<file path="src/sv/rpmpi_pkg.sv">
// ----------------------------------------------------------------------------
// rpmpi_pkg
// Shared types and constants of the RPM PI speed loop.
// ----------------------------------------------------------------------------
package rpmpi_pkg;

	// Magnitude width of the serial datapath and multiplier digit count.
	localparam int MW = 50;
	localparam int BW = 17;
	localparam int DW = 32;

	typedef enum logic [1:0] {
		CMD_TICK  = 2'd0,
		CMD_ENTER = 2'd1,
		CMD_EXIT  = 2'd2,
		CMD_NONE  = 2'd3
	} cmd_t;

	localparam logic [2:0] REG_PROP_GAIN  = 3'd0;
	localparam logic [2:0] REG_INT_GAIN   = 3'd1;
	localparam logic [2:0] REG_TGT_MAX    = 3'd2;
	localparam logic [2:0] REG_BASE_LOW   = 3'd3;
	localparam logic [2:0] REG_BASE_HIGH  = 3'd4;
	localparam logic [2:0] REG_OUT_LOW    = 3'd5;
	localparam logic [2:0] REG_OUT_HIGH   = 3'd6;
	localparam logic [2:0] REG_CORR_LIMIT = 3'd7;

	typedef struct packed {
		logic [1:0]  command;
		logic [11:0] pulse_in;
		logic [15:0] rpm_measured;
		logic        rpm_ok;
		logic [39:0] time_us;
	} in_item_t;

	typedef struct packed {
		logic [10:0] pwm_out;
		logic        sat_high;
		logic        sat_low;
		logic        integrator_held;
	} out_item_t;

endpackage

</file>
<file path="src/sv/rpmpi_smul.sv">
// ----------------------------------------------------------------------------
// rpmpi_smul
// Shift-add multiplier, one multiplier bit per cycle, LSB first.
// ----------------------------------------------------------------------------
module rpmpi_smul import rpmpi_pkg::*; (
	input  logic          clk,
	input  logic          arst_n,
	input  logic          start,
	input  logic [MW-1:0] a,
	input  logic [BW-1:0] b,
	output logic          done,
	output logic [MW-1:0] p
);
	logic [MW-1:0] a_q;
	logic [BW-1:0] b_q;
	logic [MW-1:0] acc_q;
	logic [4:0]    cnt_q;
	logic          busy_q;

	always_ff @(posedge clk or negedge arst_n) begin
		if (!arst_n) begin
			busy_q <= 1'b0;
			done   <= 1'b0;
			cnt_q  <= '0;
		end else begin
			done <= 1'b0;
			if (start) begin
				busy_q <= 1'b1;
				cnt_q  <= 5'(BW);
			end else if (busy_q) begin
				cnt_q <= cnt_q - 5'd1;
				if (cnt_q == 5'd1) begin
					busy_q <= 1'b0;
					done   <= 1'b1;
				end
			end
		end
	end

	always_ff @(posedge clk) begin
		if (start) begin
			a_q   <= a;
			b_q   <= b;
			acc_q <= '0;
		end else if (busy_q) begin
			if (b_q[0]) begin
				acc_q <= acc_q + a_q;
			end
			a_q <= {a_q[MW-2:0], 1'b0};
			b_q <= {1'b0, b_q[BW-1:1]};
		end
	end

	assign p = acc_q;
endmodule

</file>
<file path="src/sv/rpmpi_sdiv.sv">
// ----------------------------------------------------------------------------
// rpmpi_sdiv
// Restoring divider, one quotient bit per cycle, MSB first.
// ----------------------------------------------------------------------------
module rpmpi_sdiv import rpmpi_pkg::*; (
	input  logic          clk,
	input  logic          arst_n,
	input  logic          start,
	input  logic [MW-1:0] n,
	input  logic [DW-1:0] d,
	output logic          done,
	output logic [MW-1:0] q,
	output logic          rem_nz
);
	logic [MW-1:0] n_q;
	logic [DW-1:0] d_q;
	logic [DW-1:0] rem_q;
	logic [5:0]    cnt_q;
	logic          busy_q;
	logic [DW:0]   trial;
	logic          fits;

	assign trial = {rem_q, n_q[MW-1]};
	assign fits  = trial >= {1'b0, d_q};

	always_ff @(posedge clk or negedge arst_n) begin
		if (!arst_n) begin
			busy_q <= 1'b0;
			done   <= 1'b0;
			cnt_q  <= '0;
		end else begin
			done <= 1'b0;
			if (start) begin
				busy_q <= 1'b1;
				cnt_q  <= 6'(MW);
			end else if (busy_q) begin
				cnt_q <= cnt_q - 6'd1;
				if (cnt_q == 6'd1) begin
					busy_q <= 1'b0;
					done   <= 1'b1;
				end
			end
		end
	end

	always_ff @(posedge clk) begin
		if (start) begin
			n_q   <= n;
			d_q   <= d;
			rem_q <= '0;
		end else if (busy_q) begin
			rem_q <= fits ? DW'(trial - {1'b0, d_q}) : trial[DW-1:0];
			n_q   <= {n_q[MW-2:0], fits};
		end
	end

	assign q      = n_q;
	assign rem_nz = rem_q != '0;
endmodule

</file>
<file path="src/sv/rpm_pi_loop_antiwindup.sv">
// ----------------------------------------------------------------------------
// rpm_pi_loop_antiwindup
// PI rotor speed loop with conditional-integration anti-windup.
// ----------------------------------------------------------------------------
// A control tick gives one result beat after it is accepted. Each of the five
// steps runs launch, a 17-bit serial multiply, and post; three of them add a
// serial divide before post. An output state follows, which waits while the
// output is stalled. Enter and exit commands give no beat.
// One tick is in flight at a time; the next is taken in the cycle after the
// result is loaded into the output register.
// Reset clears the integrator, the last timestamp and the handshake state and
// loads the default gains and limits.
module rpm_pi_loop_antiwindup import rpmpi_pkg::*; (
	input  logic      clk,
	input  logic      arst_n,
	input  logic      in_valid,
	output logic      in_stall,
	input  in_item_t  in_data,
	output logic      out_valid,
	input  logic      out_stall,
	output out_item_t out_data,
	input  logic      cfg_we,
	input  logic [2:0] cfg_index,
	input  logic [15:0] cfg_data
);
	typedef enum logic [5:0] {
		ST_IDLE   = 6'b000001,
		ST_LAUNCH = 6'b000010,
		ST_MUL    = 6'b000100,
		ST_DIV    = 6'b001000,
		ST_POST   = 6'b010000,
		ST_OUT    = 6'b100000
	} state_t;

	localparam logic [2:0] STEP_BASE = 3'd0;
	localparam logic [2:0] STEP_TGT  = 3'd1;
	localparam logic [2:0] STEP_INT  = 3'd2;
	localparam logic [2:0] STEP_PROP = 3'd3;
	localparam logic [2:0] STEP_ICOR = 3'd4;

	localparam logic signed [MW:0] I_LIM = (MW+1)'(64'sd5000000000);

	state_t state_q;
	logic [2:0] step_q;

	logic [15:0] prop_q, ig_q, tmax_q;
	logic [10:0] bl_q, bh_q, ol_q, oh_q;
	logic [6:0]  cl_q;

	logic signed [33:0] integ_q, next_q;
	logic [39:0] last_q;

	logic [9:0]  x_q;
	logic signed [11:0] dlt_q;
	logic [24:0] meas_q;
	logic [16:0] dt_q;
	logic signed [16:0] base_q;
	logic signed [25:0] err_q;
	logic signed [26:0] pcorr_q;
	logic signed [18:0] icorr_q;
	logic neg_q;

	logic out_valid_q;
	out_item_t out_q;

	logic accept;
	logic mul_start, mul_done, div_start, div_done, rem_nz;
	logic [MW-1:0] mul_a, mul_p, div_q;
	logic [BW-1:0] mul_b;
	logic [DW-1:0] div_d;
	logic needs_div;

	assign accept   = in_valid && !in_stall;
	assign in_stall = state_q != ST_IDLE;
	assign needs_div = step_q == STEP_BASE || step_q == STEP_TGT || step_q == STEP_ICOR;

	// Tick preparation.
	logic [11:0] pc;
	logic [39:0] dt0;
	logic [16:0] dt_new;
	always_comb begin
		pc = in_data.pulse_in;
		if (pc < 12'd1000) begin
			pc = 12'd1000;
		end else if (pc > 12'd2000) begin
			pc = 12'd2000;
		end
		dt0 = in_data.time_us - last_q;
		if (last_q != '0 && in_data.time_us > last_q && dt0 <= 40'd100000) begin
			dt_new = dt0[16:0];
		end else begin
			dt_new = 17'd10000;
		end
	end

	// Operand selection for the shared multiplier, and divisor selection.
	logic [25:0] err_abs;
	logic [33:0] next_abs;
	logic [11:0] dlt_abs;
	logic        op_neg;
	always_comb begin
		err_abs  = err_q[25] ? 26'(-err_q) : 26'(err_q);
		next_abs = next_q[33] ? 34'(-next_q) : 34'(next_q);
		dlt_abs  = dlt_q[11] ? 12'(-dlt_q) : 12'(dlt_q);
		mul_a  = '0;
		mul_b  = '0;
		op_neg = 1'b0;
		div_d  = 32'd1000;
		unique case (step_q)
			STEP_BASE: begin
				mul_a  = MW'({x_q, 4'b0});
				mul_b  = BW'(dlt_abs);
				op_neg = dlt_q[11];
			end
			STEP_TGT: begin
				mul_a = MW'({x_q, 4'b0});
				mul_b = BW'(tmax_q);
			end
			STEP_INT: begin
				mul_a  = MW'(err_abs);
				mul_b  = dt_q;
				op_neg = err_q[25];
			end
			STEP_PROP: begin
				mul_a  = MW'(err_abs);
				mul_b  = BW'(prop_q);
				op_neg = err_q[25];
			end
			STEP_ICOR: begin
				mul_a  = MW'(next_abs);
				mul_b  = BW'(ig_q);
				op_neg = next_q[33];
				div_d  = 32'd4096000000;
			end
			default: begin
			end
		endcase
	end

	assign mul_start = state_q == ST_LAUNCH;
	assign div_start = state_q == ST_MUL && mul_done && needs_div;

	rpmpi_smul u_mul (
		.clk(clk), .arst_n(arst_n), .start(mul_start),
		.a(mul_a), .b(mul_b), .done(mul_done), .p(mul_p)
	);

	rpmpi_sdiv u_div (
		.clk(clk), .arst_n(arst_n), .start(div_start),
		.n(mul_p), .d(div_d), .done(div_done), .q(div_q), .rem_nz(rem_nz)
	);

	// Signed, floored result of the current step and the clamped integrator sum.
	logic signed [MW:0] mag, sval, psig, isum, nsat;
	always_comb begin
		psig = neg_q ? -(MW+1)'(signed'({1'b0, mul_p})) : (MW+1)'(signed'({1'b0, mul_p}));
		if (needs_div) begin
			mag  = (MW+1)'(signed'({1'b0, div_q})) + (MW+1)'(neg_q && rem_nz);
			sval = neg_q ? -mag : mag;
		end else begin
			mag  = psig;
			sval = (step_q == STEP_INT) ? (psig >>> 4) : (psig >>> 16);
		end
		isum = (MW+1)'(integ_q) + sval;
		if (isum < -I_LIM) begin
			nsat = -I_LIM;
		end else if (isum > I_LIM) begin
			nsat = I_LIM;
		end else begin
			nsat = isum;
		end
	end

	// Final combine, clamps and anti-windup decision.
	logic signed [27:0] corr, climit, sum, lo16, hi16, out16;
	logic sh, sl, take;
	always_comb begin
		corr   = 28'(pcorr_q) + 28'(icorr_q);
		climit = 28'(signed'({1'b0, cl_q, 4'b0}));
		if (corr < -climit) begin
			corr = -climit;
		end else if (corr > climit) begin
			corr = climit;
		end
		sum  = 28'(base_q) + corr;
		lo16 = 28'(signed'({1'b0, ol_q, 4'b0}));
		hi16 = 28'(signed'({1'b0, oh_q, 4'b0}));
		if (sum < lo16) begin
			out16 = lo16;
		end else if (sum > hi16) begin
			out16 = hi16;
		end else begin
			out16 = sum;
		end
		sh   = out16 >= hi16 - 28'sd8;
		sl   = out16 <= lo16 + 28'sd8;
		take = (!sh && !sl) || (sh && err_q < 0) || (sl && err_q > 0);
	end

	logic out_load;
	assign out_load = state_q == ST_OUT && (!out_valid_q || !out_stall);

	always_ff @(posedge clk or negedge arst_n) begin
		if (!arst_n) begin
			state_q     <= ST_IDLE;
			step_q      <= STEP_BASE;
			out_valid_q <= 1'b0;
			integ_q     <= '0;
			last_q      <= '0;
			prop_q      <= 16'd1311;
			ig_q        <= 16'd328;
			tmax_q      <= 16'd11700;
			bl_q        <= 11'd1500;
			bh_q        <= 11'd1850;
			ol_q        <= 11'd1500;
			oh_q        <= 11'd1875;
			cl_q        <= 7'd10;
		end else begin
			if (cfg_we) begin
				unique case (cfg_index)
					REG_PROP_GAIN:  prop_q <= cfg_data;
					REG_INT_GAIN:   ig_q   <= cfg_data;
					REG_TGT_MAX:    tmax_q <= cfg_data;
					REG_BASE_LOW:   bl_q   <= cfg_data[10:0];
					REG_BASE_HIGH:  bh_q   <= cfg_data[10:0];
					REG_OUT_LOW:    ol_q   <= cfg_data[10:0];
					REG_OUT_HIGH:   oh_q   <= cfg_data[10:0];
					REG_CORR_LIMIT: cl_q   <= cfg_data[6:0];
					default: begin
					end
				endcase
			end

			if (out_load) begin
				out_valid_q <= 1'b1;
			end else if (!out_stall) begin
				out_valid_q <= 1'b0;
			end

			unique case (state_q)
				ST_IDLE: begin
					if (accept) begin
						unique case (cmd_t'(in_data.command))
							CMD_TICK: begin
								last_q  <= in_data.time_us;
								step_q  <= STEP_BASE;
								state_q <= ST_LAUNCH;
							end
							CMD_ENTER: begin
								integ_q <= '0;
								last_q  <= in_data.time_us;
							end
							CMD_EXIT: begin
								integ_q <= '0;
								last_q  <= '0;
							end
							default: begin
							end
						endcase
					end
				end
				ST_LAUNCH: state_q <= ST_MUL;
				ST_MUL: begin
					if (mul_done) begin
						state_q <= needs_div ? ST_DIV : ST_POST;
					end
				end
				ST_DIV: begin
					if (div_done) begin
						state_q <= ST_POST;
					end
				end
				ST_POST: begin
					if (step_q == STEP_ICOR) begin
						state_q <= ST_OUT;
					end else begin
						step_q  <= step_q + 3'd1;
						state_q <= ST_LAUNCH;
					end
				end
				ST_OUT: begin
					if (out_load) begin
						if (take) begin
							integ_q <= next_q;
						end
						state_q <= ST_IDLE;
					end
				end
				default: state_q <= ST_IDLE;
			endcase
		end
	end

	// Datapath registers.
	always_ff @(posedge clk) begin
		if (accept) begin
			x_q    <= 10'(pc - 12'd1000);
			dlt_q  <= 12'(signed'({1'b0, bh_q})) - 12'(signed'({1'b0, bl_q}));
			meas_q <= in_data.rpm_ok ? {in_data.rpm_measured, 4'b0} : '0;
			dt_q   <= dt_new;
		end
		if (state_q == ST_LAUNCH) begin
			neg_q <= op_neg;
		end
		if (state_q == ST_POST) begin
			unique case (step_q)
				STEP_BASE: base_q  <= 17'(signed'({1'b0, bl_q, 4'b0})) + 17'(sval);
				STEP_TGT:  err_q   <= 26'(sval) - 26'(signed'({1'b0, meas_q}));
				STEP_INT:  next_q  <= 34'(nsat);
				STEP_PROP: pcorr_q <= 27'(sval);
				STEP_ICOR: icorr_q <= 19'(sval);
				default: begin
				end
			endcase
		end
		if (out_load) begin
			out_q.pwm_out         <= out16[14:4];
			out_q.sat_high        <= sh;
			out_q.sat_low         <= sl;
			out_q.integrator_held <= !take;
		end
	end

	assign out_valid = out_valid_q;
	assign out_data  = out_q;
endmodule

</file>
<file path="config.mk">
export PLATFORM = sky130hd
export DESIGN_NAME = rpm_pi_loop_antiwindup
export DESIGN_NICKNAME = d
export VERILOG_FILES = /design/src/sv/rpmpi_pkg.sv /design/src/sv/rpmpi_smul.sv /design/src/sv/rpmpi_sdiv.sv /design/src/sv/rpm_pi_loop_antiwindup.sv
export SDC_FILE = /design/constraint.sdc
export NUM_CORES = 2
export LEC_CHECK = 0
export BUFFER_PORTS_ARGS = -buffer_cell sky130_fd_sc_hd__buf_2
export CORE_MARGIN = 3
export CORE_UTILIZATION = 45
export CTS_CLUSTER_SIZE = 25
export DETAILED_ROUTE_END_ITERATION = 8
export GPL_ROUTABILITY_DRIVEN = 1
export SLEW_MARGIN = 0
export SYNTH_ARGS = -nofsm -noshare
export SYNTH_HDL_FRONTEND = slang
export SYNTH_SLANG_ARGS = --single-unit
</file>
<file path="constraint.sdc">
create_clock -name clk -period 16.2 [get_ports clk]
set_input_delay 1.62 -clock clk [delete_from_list [all_inputs] [get_ports clk]]
set_output_delay 1.62 -clock clk [all_outputs]
set_load 0.005 [all_outputs]
</file>
# Yosys cells after proc, flatten, opt, wreduce, memory -nomap -nowiden
# Index checks and enable logic that the tools add are counted.
dict set report totals {
  in_bits 95
  output_inout_bits 16
  elab_cells 224
  ff_bits 631
}
dict set report op_classes {
  n_eq_ne 31
  reduce_logical 54
  n_lt_le_gt_ge 15
  muxes 61
  n_addsub 22
}
# cell count
set op_table {}
lappend op_table {{34-bit 2-to-1 mux} 6}
lappend op_table {{50-bit 2-to-1 mux} 4}
lappend op_table {{51-bit 2-to-1 mux} 3}
lappend op_table {{28-bit 2-to-1 mux} 4}
lappend op_table {{34-bit case mux with 3 select lines} 1}
lappend op_table {{17-bit case mux with 5 select lines} 1}
lappend op_table {{40-bit case mux with 2 select lines} 1}
lappend op_table {{34-bit case mux with 2 select lines} 1}
lappend op_table {{32-bit 2-to-1 mux} 2}
lappend op_table {{34-bit by 51-bit adder with 51-bit output} 1}
lappend op_table {{50-bit by 1-bit adder with 51-bit output} 1}
lappend op_table {{51-bit by 34-bit greater-than comparator with 1-bit output, second input constant} 1}
lappend op_table {{51-bit by 34-bit less-than comparator with 1-bit output, second input constant} 1}
lappend op_table {{50-bit negator with 51-bit output} 1}
lappend op_table {{51-bit negator} 1}
lappend op_table {{50-bit adder} 1}
lappend op_table {{6-bit 2-to-1 mux} 8}
lappend op_table {{46-bit 2-to-1 mux} 1}
lappend op_table {{40-bit greater-than comparator} 1}
lappend op_table {{40-bit by 17-bit <= comparator with 1-bit output, second input constant} 1}
lappend op_table {{40-bit nonzero test} 1}
lappend op_table {{40-bit subtractor} 1}
lappend op_table {{6-bit case mux with 6 select lines} 1}
lappend op_table {{17-bit 2-to-1 mux} 2}
lappend op_table {{62 further kinds} 137}

# Longest topological paths before layout
dict set report depth {
  word_depth 16
  ltp_mapped 59
}

# Modules after synthesis
# From an unflattened synthesis, not the netlist that was laid out.
dict set report unflattened {
  cells_unflattened 5552
  hier_area_um2 49377.4
}
# module instances area_each_um2 cells_each seq_area_each_um2
set modules_own_cells {}
lappend modules_own_cells {rpm_pi_loop_antiwindup 1 34881.0 4132 10436.3}
lappend modules_own_cells {rpmpi_smul 1 7642.3 793 3188.1}
lappend modules_own_cells {rpmpi_sdiv 1 6854.1 627 3303.2}

# Worst setup path after synthesis
# OpenSTA, ideal clock, no wires.
dict set report synth_timing {
  path_type {register -> register}
  start {register pcorr_q[1]}
  end {register integ_q[10]}
  arrival_ps 11182
  slack_ps 4938
  setup_time_ps 79
  n_path_buf 6
  path_stages_with_launch 56
  required_ps 16121
  period_less_slack_ps 11262
  cell_sequence {edfxtp_1 -> ha_1 -> a211oi_1 -> nor2_1 -> o41a_1 -> a221o_1 -> a21o_1 -> a2111oi_0 -> o311ai_0 -> a21oi_1 -> xnor2_1 -> ha_1 -> nand4_1 -> nor2_1 -> o2111ai_1 -> a31oi_1 -> o32a_1 -> clkbuf_1 -> [20 not listed] -> mux2i_1 -> o21ai_0 -> ha_1 -> a21o_1 -> a21o_1 -> a21o_1 -> a21o_1 -> a21o_1 -> a211o_1 -> a21oi_1 -> nor3_1 -> a311oi_1 -> o31ai_1 -> a211o_1 -> nand3_1 -> buf_2 -> buf_4 -> mux2i_1}
}
dict set report synth_via {
  elab_chain_cells 15
  elab_cells_between_ends 21
  classes_between {add/sub (2); order compare (6); eq/ne (1); mux (4); reduce/logical (8)}
}
# item line
set synth_rtl {}
lappend synth_rtl {{start: declaration} rpm_pi_loop_antiwindup.sv:59} ;# logic signed [26:0] pcorr_q;
lappend synth_rtl {{start signal: assignment} rpm_pi_loop_antiwindup.sv:310} ;# STEP_PROP: pcorr_q <= 27'(sval);
lappend synth_rtl {{27-bit by 19-bit adder with 28-bit output (*)} rpm_pi_loop_antiwindup.sv:178} ;# corr = 28'(pcorr_q) + 28'(icorr_q);
lappend synth_rtl {{28-bit by 12-bit greater-than comparator with 1-bit output} rpm_pi_loop_antiwindup.sv:182} ;# end else if (corr > climit) begin
lappend synth_rtl {{28-bit 2-to-1 mux} rpm_pi_loop_antiwindup.sv:182}
lappend synth_rtl {{28-bit 2-to-1 mux (*)} rpm_pi_loop_antiwindup.sv:180} ;# if (corr < -climit) begin
lappend synth_rtl {{17-bit by 28-bit adder with 28-bit output (*)} rpm_pi_loop_antiwindup.sv:185} ;# sum = 28'(base_q) + corr;
lappend synth_rtl {{28-bit by 16-bit greater-than comparator with 1-bit output} rpm_pi_loop_antiwindup.sv:190} ;# end else if (sum > hi16) begin
lappend synth_rtl {{28-bit 2-to-1 mux} rpm_pi_loop_antiwindup.sv:190}
lappend synth_rtl {{28-bit 2-to-1 mux (*)} rpm_pi_loop_antiwindup.sv:188} ;# if (sum < lo16) begin
lappend synth_rtl {{net out16[13]} rpm_pi_loop_antiwindup.sv:175} ;# logic signed [27:0] corr, climit, sum, lo16, hi16, out16;
lappend synth_rtl {{28-bit by 16-bit greater-or-equal comparator with 1-bit output / 28-bit by 17-bit <= comparator with 1-bit output (equally long branches)} {rpm_pi_loop_antiwindup.sv:195, rpm_pi_loop_antiwindup.sv:196}}
lappend synth_rtl {{1-bit logical NOT} rpm_pi_loop_antiwindup.sv:197} ;# take = (!sh && !sl) || (sh && err_q < 0) || (sl && err_q > 0);
lappend synth_rtl {{1-bit logical AND} rpm_pi_loop_antiwindup.sv:197}
lappend synth_rtl {{1-bit logical OR} rpm_pi_loop_antiwindup.sv:197}
lappend synth_rtl {{1-bit logical OR (*)} rpm_pi_loop_antiwindup.sv:197}
lappend synth_rtl {{2-bit inequality test (no line) (*)} -}
lappend synth_rtl {{5-bit AND reduction (no line) (*)} -}
lappend synth_rtl {{end signal: assignment} rpm_pi_loop_antiwindup.sv:284} ;# integ_q <= next_q;
lappend synth_rtl {{end: declaration} rpm_pi_loop_antiwindup.sv:50} ;# logic signed [33:0] integ_q, next_q;
# The timed path passes the listed nets; every way through them passes the cells marked *.
# A chain may end at the register's enable or synchronous reset.

# Worst setup path in the final report
dict set report layout_timing {
  start {register pcorr_q[1]}
  end {register integ_q[27]}
}
# Same word-level chain as after synthesis.

==> impl_metrics.py <==
metrics = {
    "timing": {
        "setup_slack_ns": 2.16,
        "setup_viol": 0,
        "grt_setup_unrepaired": "no",
        "post-route-period-util_pct": 86.7,
        "hold_viol_final": 0,
        "min_period_ns": 14.04,
        "relSlewSlack_pct": 24.2,
        "fmax_mhz": 71.2,
        "fin_skew_ns": 0.0334,
        "drv_slew": 0,
        "worstMarginPinSlew_ns": 1.14,
        "finalSetupTns_ns": 0,
    },
    "worst_setup_path": {
        "timing.critical_path.from_type": "flop",
        "critPathRequiredTime_ns": 16.76,
        "cp-endpoint": "integ_q[27]",
        "regToRegEndpoint": "integ_q[27]",
        "cpMostUsedCell": "a21o_1",
        "worstSetupEndpointType": "flop",
        "slowest_delay_ns": 0.85,
        "crit_arrival_ns": 14.60,
        "r2r_start": "pcorr_q[1]",
        "r2r_cells": 51,
        "path_class": "flop to flop",
        "startpoint": "pcorr_q[1]",
        "critPathMaxFanout": 34,
        "reg2reg_slack_ns": 2.16,
        "crit_path_top_delay_cell": "o32a_1",
    },
    "clocking": {
        "cts-hold-fix-buffers": 0,
        "clk_pin_slew_ns": 0.06,
        "cts.sinks": 592,
        "cts_tree": "built",
        "ctsResizeCount": 0,
        "clkLatencyLatePin_ns": 0.66,
        "clockBufferDepth": 3,
        "htreeDepth": 3,
        "cts_buffers": 75,
        "cts_setup_buffers": 0,
        "root_buffer": "clkbuf_16",
    },
    "outcome": {
        "status": "completed",
    },
    "layout": {
        "drive_gt1_share_pct": 9.48,
        "fillers": 9814,
        "multiInputGateArea_mm2": 0.0285,
        "synthToLayoutAreaGrowth_pct": 9.57,
        "nNetsFinal": 5808,
        "final-seq-area_mm2": 0.0160,
    },
    "detailed_routing": {
        "totalWireLength_mm": 137,
        "detail_route.wl_per_cell_um": 20.2,
        "viasPerCell": 5.91,
        "ant_nets": 0,
        "vias": 40100,
        "first_pass_iters": 6,
        "drc": 0,
        "dr.first_iter.drc_count": 3280,
    },
    "die": {
        "io_pins": 111,
        "die-area_mm2": 0.107,
        "floorplan.initialDensity_pct": 45.4,
        "coreArea_mm2": 0.102,
        "die_x_um": 327,
        "fp.dieH_um": 327,
        "rows": 117,
    },
    "run": {
        "drv_cap": 0,
    },
    "global_route": {
        "first_global_vias": 37700,
        "overflow": 0,
        "grt_pass1_wl_mm": 213,
        "antenna_found_initial": 2,
        "track_usage_pct": 25.0,
        "grt_max_degree": 88,
    },
    "yosys": {
        "synth_ff_type": "edfxtp_1",
        "syn_area_mm2": 0.0463,
        "synth_cell_types": 106,
        "syn_avg_cell_area_um2": 8.71,
        "ys_warn_count": 0,
        "ys_seq_area_share_pct": 34.6,
        "synth_edf_count": 312,
        "synth_seq_cells": 592,
        "synthCells": 5321,
        "ys_async_sr_fraction_pct": 33.4,
    },
    "placed_design": {
        "port_buffers": 110,
        "globalplace.congestion": 0.941,
        "dp_hpwl_mm": 104,
        "pre_cts_slack_ns": 2.27,
    },
    "worst_hold_path": {
        "min_path_type": "flop to flop",
    },
    "power_and_ir_drop": {
        "cellLeakagePower_nw": 21.2,
        "powerDensity_mw_per_mm2": 155,
        "irDropWorstVdd_v": 0.0000943,
    },
}
==> routing by layer <==
metal	part of all wire [%]	GRT usage [%]
met3	6.3	3.80
met5	0	0
met1	46	35.4
met2	45	39.6
met4	2.7	6.95
==> Yosys cell counts (19+ instances only) <==
library cell | n | area share [%]
xnor2_1 | 284 | 5.4
a22oi_1 | 22 | 0.36
clkbuf_1 | 178 | 1.4
inv_1 | 278 | 2.3
nor3_1 | 128 | 1.4
nand2_1 | 627 | 5.1
o22ai_1 | 25 | 0.34
a31oi_1 | 42 | 0.57
dfrtp_1 | 149 | 8.0
o211ai_1 | 69 | 1.1
o21a_1 | 54 | 0.87
or4_1 | 37 | 0.60
o31ai_1 | 62 | 1.0
or3_1 | 49 | 0.66
or2_2 | 29 | 0.39
nor2_1 | 334 | 2.7
a21boi_0 | 19 | 0.31
a21o_1 | 137 | 2.2
edfxtp_1 | 312 | 20
a211oi_1 | 49 | 0.79
nand4_1 | 74 | 1.0
nand3_1 | 127 | 1.4
o21ai_0 | 369 | 4.0
xor2_1 | 128 | 2.4
mux2_2 | 101 | 2.5
a221oi_1 | 29 | 0.55
o41ai_1 | 19 | 0.36
dfstp_2 | 49 | 2.8
buf_1 | 29 | 0.23
mux2i_1 | 64 | 1.4
dfxtp_1 | 82 | 3.5
a22o_1 | 21 | 0.40
nand2b_1 | 92 | 1.2
a21oi_1 | 340 | 3.7
and2_1 | 76 | 1.0
and3_1 | 52 | 0.70
o21bai_1 | 34 | 0.55
ha_1 | 354 | 9.6
nor2b_1 | 57 | 0.77
nor4_1 | 59 | 0.80
==> state kept, by name, indices dropped and copies added (netlist names), 12 cells and up <==
name and count:
meas_q 16, out_data 14, last_q 40, u_div.rem_q 32, err_q 26, u_div.q 50, icorr_q 19, pcorr_q 27
prop_q 16, integ_q 34, u_mul.a_q 50, dt_q 17, next_q 34, dlt_q 12, tmax_q 16, u_mul.p 50
u_mul.b_q 17, base_q 17, ig_q 16
==> kinds of logic after synthesis <==
family                     after synthesis  share of synthesized area [%]
and+or+nand+nor                       1820                           19.3
AOI/OAI and AO/OA                     1452                           20.3
DFF                                    592                           34.6
buffers and inverters                  515                           4.30
xor gates and xnor gates               413                           7.82
adders and majority gates              362                           9.90
muxes                                  166                           3.87
other                                    1                        0.00809
==> critical path, delay by kind of cell, from the launching register on <==
family,cells,cell delay [ns]
compound gates,29,7.80
xor+xnor,2,0.31
fa+ha+maj,5,1.65
buf+inv,1,0.53
flops,1,0.39
mux,2,0.58
simple gates,12,2.62
==> cell usage in the layout, fill, tap and decap left out, types with 82 or more instances in the layout <==
master,instances
buf_2,109
nand2b_1,90
dfxtp_1,82
nand2_1,625
nor3_1,127
edfxtp_1,312
a21oi_1,339
ha_1,354
nor2_1,331
a21o_1,137
dfrtp_1,148
xor2_1,128
o21ai_0,366
inv_1,278
mux2_2,101
nand3_1,125
xnor2_1,284
==> worst min-delay path by stage <==
| stage | start | end | slack, ns | cells past startpoint |
|---|---|---|---|---|
| 6_report | u_mul.p[3] | u_mul.p[3] | 0.50 | 2 |
| 5_1_grt | oh_q[5] | oh_q[5] | 0.52 | 1 |
| 4_1_cts | u_div.rem_q[31] | u_div.rem_q[31] | 0.50 | 2 |
| 3_5_place_dp | u_div.rem_q[31] | u_div.rem_q[31] | 0.49 | 2 |
| 3_3_place_gp | tmax_q[0] | tmax_q[0] | 0.49 | 1 |
| 2_1_floorplan | u_mul.p[3] | u_mul.p[3] | 0.46 | 2 |
==> layout make-up <==
cell class / count / area share (%)
Multi-Input combinational cell: 4226 / 56.0
Sequential cell: 592 / 31.6
Clock buffer: 101 / 4.05
Tap cell: 1368 / 3.37
Inverter: 282 / 2.08
Timing Repair Buffer: 174 / 2.05
Clock inverter: 39 / 0.828
Antenna cell: 1 / 0.00493
==> per-stage QoR <==
step / power [mW] / utilization (%) / hold WS (ns) / area, um^2 / cells
floorplan: 5.16 / - / 0.457 / 46400 / 5333
global placement: 6.12 / 47.3 / 0.489 / 48300 / 6642
detailed placement: 6.17 / 47.3 / 0.493 / 48300 / 6642
CTS: 7.90 / 49.8 / 0.502 / 50800 / 6782
global route: 8.48 / 49.8 / 0.521 / 50800 / 6782
finish: 7.88 / 49.8 / 0.503 / 50800 / 6783
==> where the power goes <==
part / internal (mW) / leakage (nW) / total [mW] / switching (mW)
logic: 1.51 / 14.0 / 3.69 / 2.18
clock network: 0.984 / 1.20 / 1.69 / 0.708
registers: 2.10 / 5.99 / 2.51 / 0.405
total: 4.60 / 21.2 / 7.88 / 3.29
No activity file was read; power rests on OpenSTA's default activity.
